$ cat src/sv/fcca_pkg.sv
`timescale 1ns / 1ps

package fcca_pkg;

  // Entry layout: low bits are the link, upper bits are reserved
  localparam int unsigned LINK_W  = 28;
  localparam int unsigned RESV_W  = 4;
  localparam int unsigned ENTRY_W = LINK_W + RESV_W;
  localparam int unsigned LIMIT_W = 13;
  localparam int unsigned FUNC_W  = 3;
  localparam int unsigned STAT_W  = 2;

  localparam int unsigned TABLE_DEPTH_DEF = 4096;

  localparam logic [LIMIT_W-1:0] CLUSTER_LIMIT_RST = 13'd4096;
  localparam logic [LINK_W-1:0]  END_OF_CHAIN_RST  = 28'hFFFFFF8;
  localparam logic [LINK_W-1:0]  FIRST_CLUSTER     = 28'd2;

  // Configuration register indexes
  localparam logic CFG_CLUSTER_LIMIT = 1'b0;
  localparam logic CFG_END_OF_CHAIN  = 1'b1;

  typedef enum logic [FUNC_W-1:0] {
    FN_GET        = 3'd0,
    FN_SET        = 3'd1,
    FN_ALLOCATE   = 3'd2,
    FN_FREE       = 3'd3,
    FN_FREE_CHAIN = 3'd4
  } func_e;

  typedef enum logic [STAT_W-1:0] {
    STAT_OK        = 2'd0,
    STAT_NONE_FREE = 2'd1,
    STAT_RANGE     = 2'd2,
    STAT_BOUND     = 2'd3
  } status_e;

  typedef enum logic [2:0] {
    S_CLEAR,
    S_IDLE,
    S_CHECK,
    S_READ,
    S_EVAL
  } state_e;

  // Configuration as seen by the sequencer
  typedef struct packed {
    logic [LIMIT_W-1:0] cluster_limit;
    logic [LINK_W-1:0]  end_of_chain;
  } cfg_t;

endpackage

$ cat src/sv/fcca_seq.sv
`timescale 1ns / 1ps

module fcca_seq import fcca_pkg::*; #(
  parameter int unsigned TableDepth = TABLE_DEPTH_DEF,
  parameter int unsigned AddrW      = $clog2(TableDepth)
) (
  input  logic               clk_i,
  input  logic               rst_ni,
  input  logic               start,
  output logic               busy,
  input  logic [FUNC_W-1:0]  func_i,
  input  logic [LINK_W-1:0]  cluster_i,
  input  logic [LINK_W-1:0]  link_value_i,
  input  cfg_t               cfg_i,
  output logic               mem_we_o,
  output logic [AddrW-1:0]   mem_addr_o,
  output logic [ENTRY_W-1:0] mem_wdata_o,
  input  logic [ENTRY_W-1:0] mem_rdata_i,
  output logic               done_o,
  output logic [LINK_W-1:0]  result_cluster_o,
  output logic [STAT_W-1:0]  status_o
);

  localparam int unsigned StepW = $clog2(TableDepth + 1);
  localparam logic [LINK_W-1:0] DepthC   = LINK_W'(TableDepth);
  localparam logic [StepW-1:0]  DepthS   = StepW'(TableDepth);
  localparam logic [AddrW-1:0]  LastAddr = AddrW'(TableDepth - 1);

  state_e             state_q, state_d;
  func_e              func_q, func_d;
  logic [LINK_W-1:0]  ptr_q, ptr_d;
  logic [LINK_W-1:0]  lv_q, lv_d;
  logic [StepW-1:0]   steps_q, steps_d;
  logic               done_q, done_d;
  logic [LINK_W-1:0]  res_q, res_d;
  status_e            stat_q, stat_d;

  logic               accept;
  logic [LINK_W-1:0]  ptr_inc;
  logic [LINK_W-1:0]  link;
  logic [RESV_W-1:0]  resv;
  logic               in_tab;
  logic               chk_done;
  status_e            chk_stat;

  assign accept  = start && (state_q == S_IDLE);
  assign busy    = (state_q != S_IDLE);
  assign ptr_inc = ptr_q + LINK_W'(1);
  assign link    = mem_rdata_i[LINK_W-1:0];
  assign resv    = mem_rdata_i[ENTRY_W-1:LINK_W];
  assign in_tab  = (ptr_q < DepthC);

  // Range and termination checks before each table access
  always_comb begin
    chk_done = 1'b0;
    chk_stat = STAT_OK;
    case (func_q)
      FN_GET, FN_SET, FN_FREE: begin
        chk_done = !in_tab;
        chk_stat = STAT_RANGE;
      end
      FN_ALLOCATE: begin
        chk_done = !(in_tab && (ptr_q < LINK_W'(cfg_i.cluster_limit)));
        chk_stat = STAT_NONE_FREE;
      end
      FN_FREE_CHAIN: begin
        if ((ptr_q < FIRST_CLUSTER) || (ptr_q >= cfg_i.end_of_chain)) begin
          chk_done = 1'b1;
          chk_stat = STAT_OK;
        end else if (!in_tab) begin
          chk_done = 1'b1;
          chk_stat = STAT_RANGE;
        end else if (steps_q >= DepthS) begin
          chk_done = 1'b1;
          chk_stat = STAT_BOUND;
        end
      end
      default: begin
        chk_done = 1'b1;
        chk_stat = STAT_OK;
      end
    endcase
  end

  // Next state
  always_comb begin
    state_d = state_q;
    case (state_q)
      S_CLEAR: begin
        if (ptr_q[AddrW-1:0] == LastAddr) state_d = S_IDLE;
      end
      S_IDLE: begin
        if (accept) state_d = S_CHECK;
      end
      S_CHECK: begin
        state_d = chk_done ? S_IDLE : S_READ;
      end
      S_READ: begin
        state_d = S_EVAL;
      end
      S_EVAL: begin
        if (func_q == FN_FREE_CHAIN ||
            (func_q == FN_ALLOCATE && link != '0)) begin
          state_d = S_CHECK;
        end else begin
          state_d = S_IDLE;
        end
      end
      default: state_d = S_IDLE;
    endcase
  end

  // Datapath and table control
  always_comb begin
    func_d      = func_q;
    ptr_d       = ptr_q;
    lv_d        = lv_q;
    steps_d     = steps_q;
    done_d      = 1'b0;
    res_d       = res_q;
    stat_d      = stat_q;
    mem_we_o    = 1'b0;
    mem_wdata_o = '0;
    case (state_q)
      S_CLEAR: begin
        mem_we_o = 1'b1;
        ptr_d    = ptr_inc;
      end
      S_IDLE: begin
        if (accept) begin
          func_d  = func_e'(func_i);
          ptr_d   = (func_e'(func_i) == FN_ALLOCATE) ? FIRST_CLUSTER : cluster_i;
          lv_d    = link_value_i;
          steps_d = '0;
        end
      end
      S_CHECK: begin
        if (chk_done) begin
          done_d = 1'b1;
          res_d  = '0;
          stat_d = chk_stat;
        end
      end
      S_EVAL: begin
        case (func_q)
          FN_GET: begin
            done_d = 1'b1;
            res_d  = link;
            stat_d = STAT_OK;
          end
          FN_SET: begin
            mem_we_o    = 1'b1;
            mem_wdata_o = {resv, lv_q};
            done_d      = 1'b1;
            res_d       = '0;
            stat_d      = STAT_OK;
          end
          FN_FREE: begin
            mem_we_o    = 1'b1;
            mem_wdata_o = {resv, {LINK_W{1'b0}}};
            done_d      = 1'b1;
            res_d       = '0;
            stat_d      = STAT_OK;
          end
          FN_ALLOCATE: begin
            if (link == '0) begin
              mem_we_o    = 1'b1;
              mem_wdata_o = {resv, cfg_i.end_of_chain};
              done_d      = 1'b1;
              res_d       = ptr_q;
              stat_d      = STAT_OK;
            end else begin
              ptr_d = ptr_inc;
            end
          end
          FN_FREE_CHAIN: begin
            mem_we_o    = 1'b1;
            mem_wdata_o = {resv, {LINK_W{1'b0}}};
            ptr_d       = link;
            steps_d     = steps_q + StepW'(1);
          end
          default: ;
        endcase
      end
      default: ;
    endcase
  end

  assign mem_addr_o = ptr_q[AddrW-1:0];

  // Control state; reset starts the clearing sweep at entry zero
  always_ff @(posedge clk_i or negedge rst_ni) begin
    if (!rst_ni) begin
      state_q <= S_CLEAR;
      ptr_q   <= '0;
      done_q  <= 1'b0;
    end else begin
      state_q <= state_d;
      ptr_q   <= ptr_d;
      done_q  <= done_d;
    end
  end

  // Operands and result hold registers
  always_ff @(posedge clk_i) begin
    func_q  <= func_d;
    lv_q    <= lv_d;
    steps_q <= steps_d;
    res_q   <= res_d;
    stat_q  <= stat_d;
  end

  assign done_o           = done_q;
  assign result_cluster_o = res_q;
  assign status_o         = stat_q;

endmodule

$ cat config.mk
export PLATFORM = sky130hd
export DESIGN_NAME = fcca_seq
export DESIGN_NICKNAME = d
export VERILOG_FILES = /design/src/sv/fcca_pkg.sv /design/src/sv/fcca_seq.sv
export SDC_FILE = /design/constraint.sdc
export NUM_CORES = 1
export LEC_CHECK = 0
export ABC_AREA = 1
export ABC_CLOCK_PERIOD_IN_PS = 3300
export BUFFER_PORTS_ARGS = -buffer_cell sky130_fd_sc_hd__buf_2
export CAP_MARGIN = 30
export CORE_MARGIN = 3
export CORE_UTILIZATION = 45
export CTS_CLUSTER_SIZE = 16
export DETAILED_ROUTE_END_ITERATION = 12
export HOLD_SLACK_MARGIN = 0.03
export PLACE_DENSITY = 0.85
export SYNTH_ARGS = -nofsm -noshare
export SYNTH_HDL_FRONTEND = slang
export SYNTH_SLANG_ARGS = --single-unit
export TNS_END_PERCENT = 10
$ cat constraint.sdc
create_clock -name clk_i -period 3.3 [get_ports clk_i]
set_clock_uncertainty 0.1 [all_clocks]
set_input_delay 0.495 -clock clk_i [delete_from_list [all_inputs] [get_ports clk_i]]
set_output_delay 0.495 -clock clk_i [all_outputs]
set_load 0.1 [all_outputs]
# Word-level counts from Yosys, hierarchy flattened
# Cells that the tools add are included.
# op_classes
n_mux,38
n_reduce_logical,24
eq_ne,20
n_addsub,2
order_cmp,5
# ops
cell,n
$pmux 28 s3,2
$mux 28,5
$pmux 28 s2,2
$pmux 32 s3,1
$mux 32,2
$add 28x1->28 const B,1
$ge 28x28->1,1
$logic_not 28->1,1
$lt 28x13->1,1
$lt 28x13->1 const B,1
$lt 28x2->1 const B,1
$reduce_bool 28->1,1
$mux 13,2
$pmux 13 s2,1
$eq 3x2->1 const B,5
$pmux 3 s5,1
$mux 2,7
$add 13x1->13 const B,1
$ge 13x13->1 const B,1
$eq 12x12->1 const B,1
$ne 3x3->1 const B,4
$reduce_and 4->1,3
$ne 2x2->1 const B,4
$pmux 1 s2,4
other kinds (19),36
# totals
out_inout_bits,77
input_bits,135
elab_cells,97
regBits,106

# Depth between registers and ports, before layout
# Gate-level depths: netlist of the first run.
# depth
ltp_word,7
ltp_mapped,16
ltp_nobuf,16

# Least setup slack after synthesis of the first run
# No wires, ideal clock.
# synth_path
path_type,in2out
from,input port mem_rdata_i[22]
to,output port mem_wdata_o[18]
slack_ps,-273
n_path_buf,2
stages,7
arrival_time_ps,2978
t_required_ps,2705
path_cell_list,nor4_1 nand3_1 nor3_1 buf_2 buf_2 nand2_1 a21oi_1
# synth_between
elab_chain_cells,4
# synth_rtl
element,line_no,source
start: declaration,fcca_seq.sv:18,"input logic [ENTRY_W-1:0] mem_rdata_i,"
$logic_not 28->1,fcca_seq.sv:166,if (link == '0) begin
$mux 32,fcca_seq.sv:166,
$pmux 32 s3,fcca_seq.sv:145,case (func_q)
$mux 32,fcca_seq.sv:124,case (state_q)
end: declaration,fcca_seq.sv:17,"output logic [ENTRY_W-1:0] mem_wdata_o,"
# Every way passes these cells.

# Worst setup path in the final report of the first run
# layout_path
from,register state_q[1]
to,output port mem_wdata_o[3]
# layout_between
elab_chain_cells,2
# layout_rtl
element,line_no,source
start: declaration,fcca_seq.sv:29,"state_e state_q, state_d;"
start signal: assignment,fcca_seq.sv:198,state_q <= state_d;
$eq 3x3->1,fcca_seq.sv:124,
$mux 32,fcca_seq.sv:124,
# Every way passes these cells.

==> results.md, run 1 <==
- Outcome: finished clean
- Postcts setup bufs: 0
- Root buffer cell: clkbuf_16
- Hold Path Class: input port to async pin
- Max Cap Viol: 0
- Initial antenna violation count: 1
- Share of layout cells above drive strength 1: 21.7%
- Clock buffer depth: 2
- Worst Setup Path Type: flop to output port
- Worst-Skew Late Latency: 0.36 ns
- Worst Tran Pin Value: 0.845 ns
- Syn. warnings: 0
- Final min period: 3.05 ns
- First-pass GRT wire length: 39.2 mm
- Die Span Y: 136 um
- Post-route cell area: 9660 um^2
- CTS tree: yes
- Pwr per Cell Area: 723 nW/um^2
- Synth Cell Area: 7580 um^2
- Seq/Total Area, Yosys: 39.9%
- DRT Pass-1 Iters: 6
- Initial Util: 46.9%
- Placed cell areas: 9370 um^2
- Final count of hold timing violations: 0
- Worst slew margin: 43.7%
- Clock slew at reported path FFs: 0.07 ns
- Routed WL: 25.7 mm
- Remaining DRCs: 0
- Largest net degree at the start of global routing: 33
- Worst EP arrival: 2.45 ns
- Post-CTS Hold Buffers: 0
- Max Clk Rate: 0.328 GHz
- Fill cell instance count of the final layout: 1,465
- DR vias/cell: 5.42
- EDFF count, synth: 74
- Yosys reg bits: 106
- Area Overhead vs Synth: 27.4%
- Max VDD drop: 0.690 mV
- Worst Setup End Kind: output port
- I/O Buffers: 211
- Mapped Nets: 1,230
- Cell count after synthesis: 1,052
- Worst Path Required: 2.70 ns
- Post-synth cell types: 40
- Top Ports: 212
- H-tree Lvls: 3
- GRT overflow: 0
- Clock sink total: 106
- Storage cell area: 3020 um^2
- Final setup vio count: 0
- Prevailing post-synth register cell: edfxtp_1
- Num rows: 46
- R2R cell count: 8
- Vias: 8,004
- Post-synth ARST share: 30.2%
- # nets final: 1,433
- Wire per inst: 17.4 um
- WHS: 0.129 ns
- Total GRT Usage: 27.3%
- Die area: 18,400 um^2
- Multi-input logic area: 3830 um^2
- Horiz. Die Dim: 136 um
- Max FO, Critical Path: 28
- Final ANT Viol Nets: 0
- RSZ-0062 raised after global routing: no
- Worst setup SP type: flop
- Gates resized, CTS repair: 0
- Core Area: 16,200 um^2
- Routability cong.: 1.01
- Final HPWL DP: 20.4 mm
- Final Max Tran Viols: 0
- 1st-iter DRT viols: 901
- Avg Cell Area, Syn: 7.21 um^2
- Num CTS Buffers: 9
- Final core area utilization: 59.7%
- Period Utilization, post-route: 92.4%
- Vias in the first global route: 7,705
- Leakage power: 0.00448 uW
==> kinds of logic (layout without fill, tap and decap cells) <==
group / Yosys count / in the layout / share of synthesized area, %
flip-flops: 106 / 106 / 39.9
buffers and inverters: 176 / 384 / 9.83
AND/OR/NAND/NOR: 553 / 553 / 30.4
adder cells (fa/ha/maj): 43 / 43 / 7.09
XOR/XNOR: 10 / 10 / 1.16
other: 0 / 1 / 0
AO/OA/AOI/OAI: 164 / 164 / 11.7
==> synthesized netlist by cell type, types with 2 or more instances <==
cell	n	share of area [%]
nand4_1	11	0.91
a22o_1	4	0.46
o21ai_0	45	3.0
edfxtp_1	74	29
nor2_2	4	0.33
nand3_2	2	0.26
inv_1	131	6.5
clkbuf_1	13	0.64
nor3_1	26	1.7
nand2_2	2	0.16
buf_4	15	1.5
buf_2	11	0.73
xor2_1	9	1.0
nand3_1	36	2.4
ha_1	43	7.1
nor3b_1	3	0.30
nor2_4	3	0.45
o21ai_1	8	0.53
nand2_1	332	16
nor4_1	7	0.58
o221ai_1	2	0.23
a21oi_1	93	6.1
o211ai_1	6	0.59
buf_1	2	0.099
dfrtp_1	32	11
inv_2	2	0.099
nor2_1	118	5.8
nand3b_1	5	0.50
buf_6	2	0.30
==> worst max-delay path, cell delays in order, from the launching register on <==
cell and delay (ns):
dfrtp_1 0.41, nor2_1 0.19, nand2_2 0.28, clkinvlp_4 0.30
nand3_1 0.13, buf_4 0.24, a21oi_1 0.29, buf_12 0.22
==> worst paths after layout <==
check                      slack [ns]            start             end
max                              0.25       state_q[1]  mem_wdata_o[3]
min                              0.13           rst_ni        ptr_q[5]
max reg2reg                      0.48       state_q[2]      state_q[0]
min reg2reg                      0.49       state_q[1]      state_q[2]
max in group asynchronous        2.43           rst_ni      state_q[1]
min in group clk_i               0.21  link_value_i[8]         lv_q[8]
==> through the flow <==
stage / setup TNS (ns) / std cells / power (uW) / setup WS [ns]
4_1_cts: 0 / 1476 / 6950 / 0.145
2_1_floorplan: -4.74 / 1052 / 4890 / -0.273
3_3_place_gp: 0 / 1460 / 5780 / 0.503
6_report: 0 / 1477 / 6990 / 0.250
3_5_place_dp: 0 / 1460 / 5890 / 0.411
5_1_grt: 0 / 1477 / 7420 / 0.114
==> cell usage in the layout, fill, tap and decap left out, types with 7 or more instances in the layout <==
cell / synthesis / layout
clkbuf_16: 0 / 9
buf_4: 15 / 23
nor3_1: 26 / 25
inv_1: 131 / 130
edfxtp_1: 74 / 74
nor2_1: 118 / 115
o21ai_0: 45 / 45
nor4_1: 7 / 7
buf_2: 11 / 178
ha_1: 43 / 43
dfrtp_1: 32 / 32
o21ai_1: 8 / 8
nor2_2: 4 / 7
nand3_1: 36 / 36
nand2_1: 332 / 332
a21oi_1: 93 / 91
buf_12: 0 / 34
xor2_1: 9 / 9
nand4_1: 11 / 11
==> where the power goes <==
| part | internal (uW) | switching, uW |
|---|---|---|
| clock | 556 | 505 |
| combinational | 1020 | 2660 |
| sequential | 1820 | 428 |
| total | 3390 | 3590 |
==> flip-flops by register name, summed over array words and instances, names as in the netlist <==
| register | count |
|---|---|
| steps_q | 13 |
| lv_q | 28 |
| state_q | 3 |
| ptr_q | 28 |
| done_o | 1 |
| result_cluster_o | 28 |
| func_q | 3 |
| status_o | 2 |
==> area by class of cell <==
class,count,area share (%)
clock buffers,13,2.69
clock inverters,3,0.246
repair buffers,235,18.1
diodes,1,0.0259
multi-input cells,770,39.7
well taps,216,2.80
inverters,133,5.21
flip-flops and latches,106,31.3
==> per-layer routing <==
layer	vias to the layer above	global-route usage (%)	wire length, um
met4	0	10.8	940
li1	3820	-	-
met1	3666	33.7	9890
met3	77	6.22	2360
met2	441	46.3	12600
met5	-	0	0
Power figures use the tool's default switching activity.
==> inputs of run 2 (changes only) <==
--- a/config.mk
+++ b/config.mk
@@ -15,6 +15,7 @@
 export DETAILED_ROUTE_END_ITERATION = 12
 export HOLD_SLACK_MARGIN = 0.03
 export PLACE_DENSITY = 0.85
+export RECOVER_POWER = 50
 export SYNTH_ARGS = -nofsm -noshare
 export SYNTH_HDL_FRONTEND = slang
 export SYNTH_SLANG_ARGS = --single-unit
==> run 2 against run 1 <==
  * The flow now finishes with violations (max-capacitance violations, max-slew violations)
  * Final area fell by 0.61%
  * Flip-flop and latch count did not move
  * Global-route usage did not move
  * Final cell count stayed put
  * Maximum frequency up 0.60%
  * Critical path type unchanged
  * Highest routed layer unchanged
==> results.md, run 2 (synthesized netlist as in run 1, its figures left out) <==
- Outcome: complete, but fails checks
- Failing checks: max-capacitance violations, max-slew violations
- I/O Buffers: 211
- Vias: 8,042
- Core Area: 16,200 um^2
- Wire per inst: 17.5 um
- Final Max Tran Viols: 65
- Period Utilization, post-route: 91.9%
- Max Clk Rate: 0.330 GHz
- Final min period: 3.03 ns
- Slowest cell delay on critical path: 0.40 ns
- Top Ports: 212
- Leakage power: 0.00436 uW
- Die area: 18,400 um^2
- Number of buffers and inverters on the critical path: 3
- Pwr per Cell Area: 727 nW/um^2
- Max VDD drop: 0.695 mV
- Worst setup SP type: flop
- Dpl ws: 0.411 ns
- Max FO, Critical Path: 28
- Max Cap Viol: 2
- Initial Util: 46.9%
- WHS: 0.208 ns
- Horiz. Die Dim: 136 um
- Clock buffer depth: 2
- Clock sink total: 106
- Worst slew margin: -34.1%
- GRT overflow: 0
- Commonest non-fill, non-tap cells in the layout: nand2_1 (332), buf_2 (142), inv_1 (130)
- Total power: 6980 uW
- CP top delay family: buffers and inverters
- Largest net degree at the start of global routing: 33
- Final setup vio count: 0
- RSZ-0062 raised after global routing: no
- 1st-iter DRT viols: 825
- Share of layout cells above drive strength 1: 18.7%
- Crit-path cells: nor2_1 > nand2_2 > clkinvlp_4 > nand3_1 > buf_4 > a21oi_1 > buf_12
- Slowest-stage cell, CP: dfrtp_1
- Root buffer cell: clkbuf_16
- Area Overhead vs Synth: 26.6%
- Placed cells: 1,460
- Final worst slack: 0.269 ns
- DR vias/cell: 5.44
- # nets final: 1,433
- Final count of hold timing violations: 0
- DRT Pass-1 Iters: 8
- Worst Tran Pin Value: 2.01 ns
- Hold Path Class: input port to flop
- Num rows: 46
- Total GRT Usage: 27.3%
- H-tree Lvls: 3
- Worst EP arrival: 2.44 ns
- Worst Setup Path Type: flop to output port
- Routability cong.: 1.01
- Initial antenna violation count: 1
- Clock slew at reported path FFs: 0.07 ns
- Num CTS Buffers: 9
- Vias in the first global route: 7,705
- Remaining DRCs: 0
- Die Span Y: 136 um
- Worst-Skew Late Latency: 0.36 ns
- Worst Setup End Kind: output port
- Final HPWL DP: 20.4 mm
- Final ANT Viol Nets: 0
- Routed WL: 25.8 mm
- CTS tree: yes
- Final Non-Filler Cells: 1,477
- Postcts setup bufs: 0
- Fill cell instance count of the final layout: 1,490
- First-pass GRT wire length: 39.2 mm
- Leading cell type in the layout, fill and taps excluded: nand2_1
- Worst Path Required: 2.70 ns
==> run 2: cell types whose count changed in the layout (fill, tap and decap cells not counted) <==
cell	delta
clkbuf_1	+38
nor3_4	-1
buf_2	-36
buf_4	-2
nor3_2	+1
==> run 2: timing repair <==
item	CTS	global route
hold buffers	0	0
setup endpoints to repair	0	2
resized for setup	0	1
==> run 2: power by group <==
group,internal [uW],leakage (uW),switching [uW],total [uW]
clock network,557,0.000132,509,1070
logic,1000,0.00312,2660,3670
registers,1820,0.00111,426,2250
==> run 2: worst paths after layout <==
check | start | endpoint | slack [ns] | cells after the start
setup / recovery | state_q[1] | mem_wdata_o[3] | 0.27 | 7
hold / removal | link_value_i[8] | lv_q[8] | 0.21 | 1
setup reg to reg | state_q[2] | lv_q[3] | 0.37 | 4
hold reg to reg | state_q[1] | state_q[2] | 0.46 | 2
max in group asynchronous | rst_ni | state_q[1] | 1.34 | 1
min in group asynchronous | rst_ni | ptr_q[5] | 0.59 | 1
==> run 2: through the flow <==
step	TNS [ns]	instance area, um^2	util, %
after CTS	0	9660	59.7
final	0	9600	59.4
after global placement	0	9370	57.9
after global routing	0	9600	59.4
after detailed placement	0	9370	57.9
after floorplan	-4.74	7590	-
==> run 2: layer usage <==
| layer | wire length [um] | up-vias | track usage (%) | share of wire [%] |
|---|---|---|---|---|
| met5 | 0 | - | 0 | 0 |
| met4 | 984 | 0 | 10.8 | 3.8 |
| met3 | 2490 | 83 | 6.22 | 9.6 |
| met2 | 12600 | 443 | 46.3 | 49 |
| met1 | 9780 | 3689 | 33.7 | 38 |
| li1 | - | 3827 | - | - |
==> run 2: layout make-up <==
type / instances / area [um^2] / share of cell area (%)
well taps: 216 / 270 / 2.81
flip-flops and latches: 106 / 3020 / 31.5
diodes: 1 / 2.50 / 0.0261
clock inverters: 3 / 23.8 / 0.248
multi-input cells: 770 / 3830 / 39.9
inverters: 133 / 503 / 5.24
repair buffers: 235 / 1690 / 17.6
clock buffers: 13 / 260 / 2.71
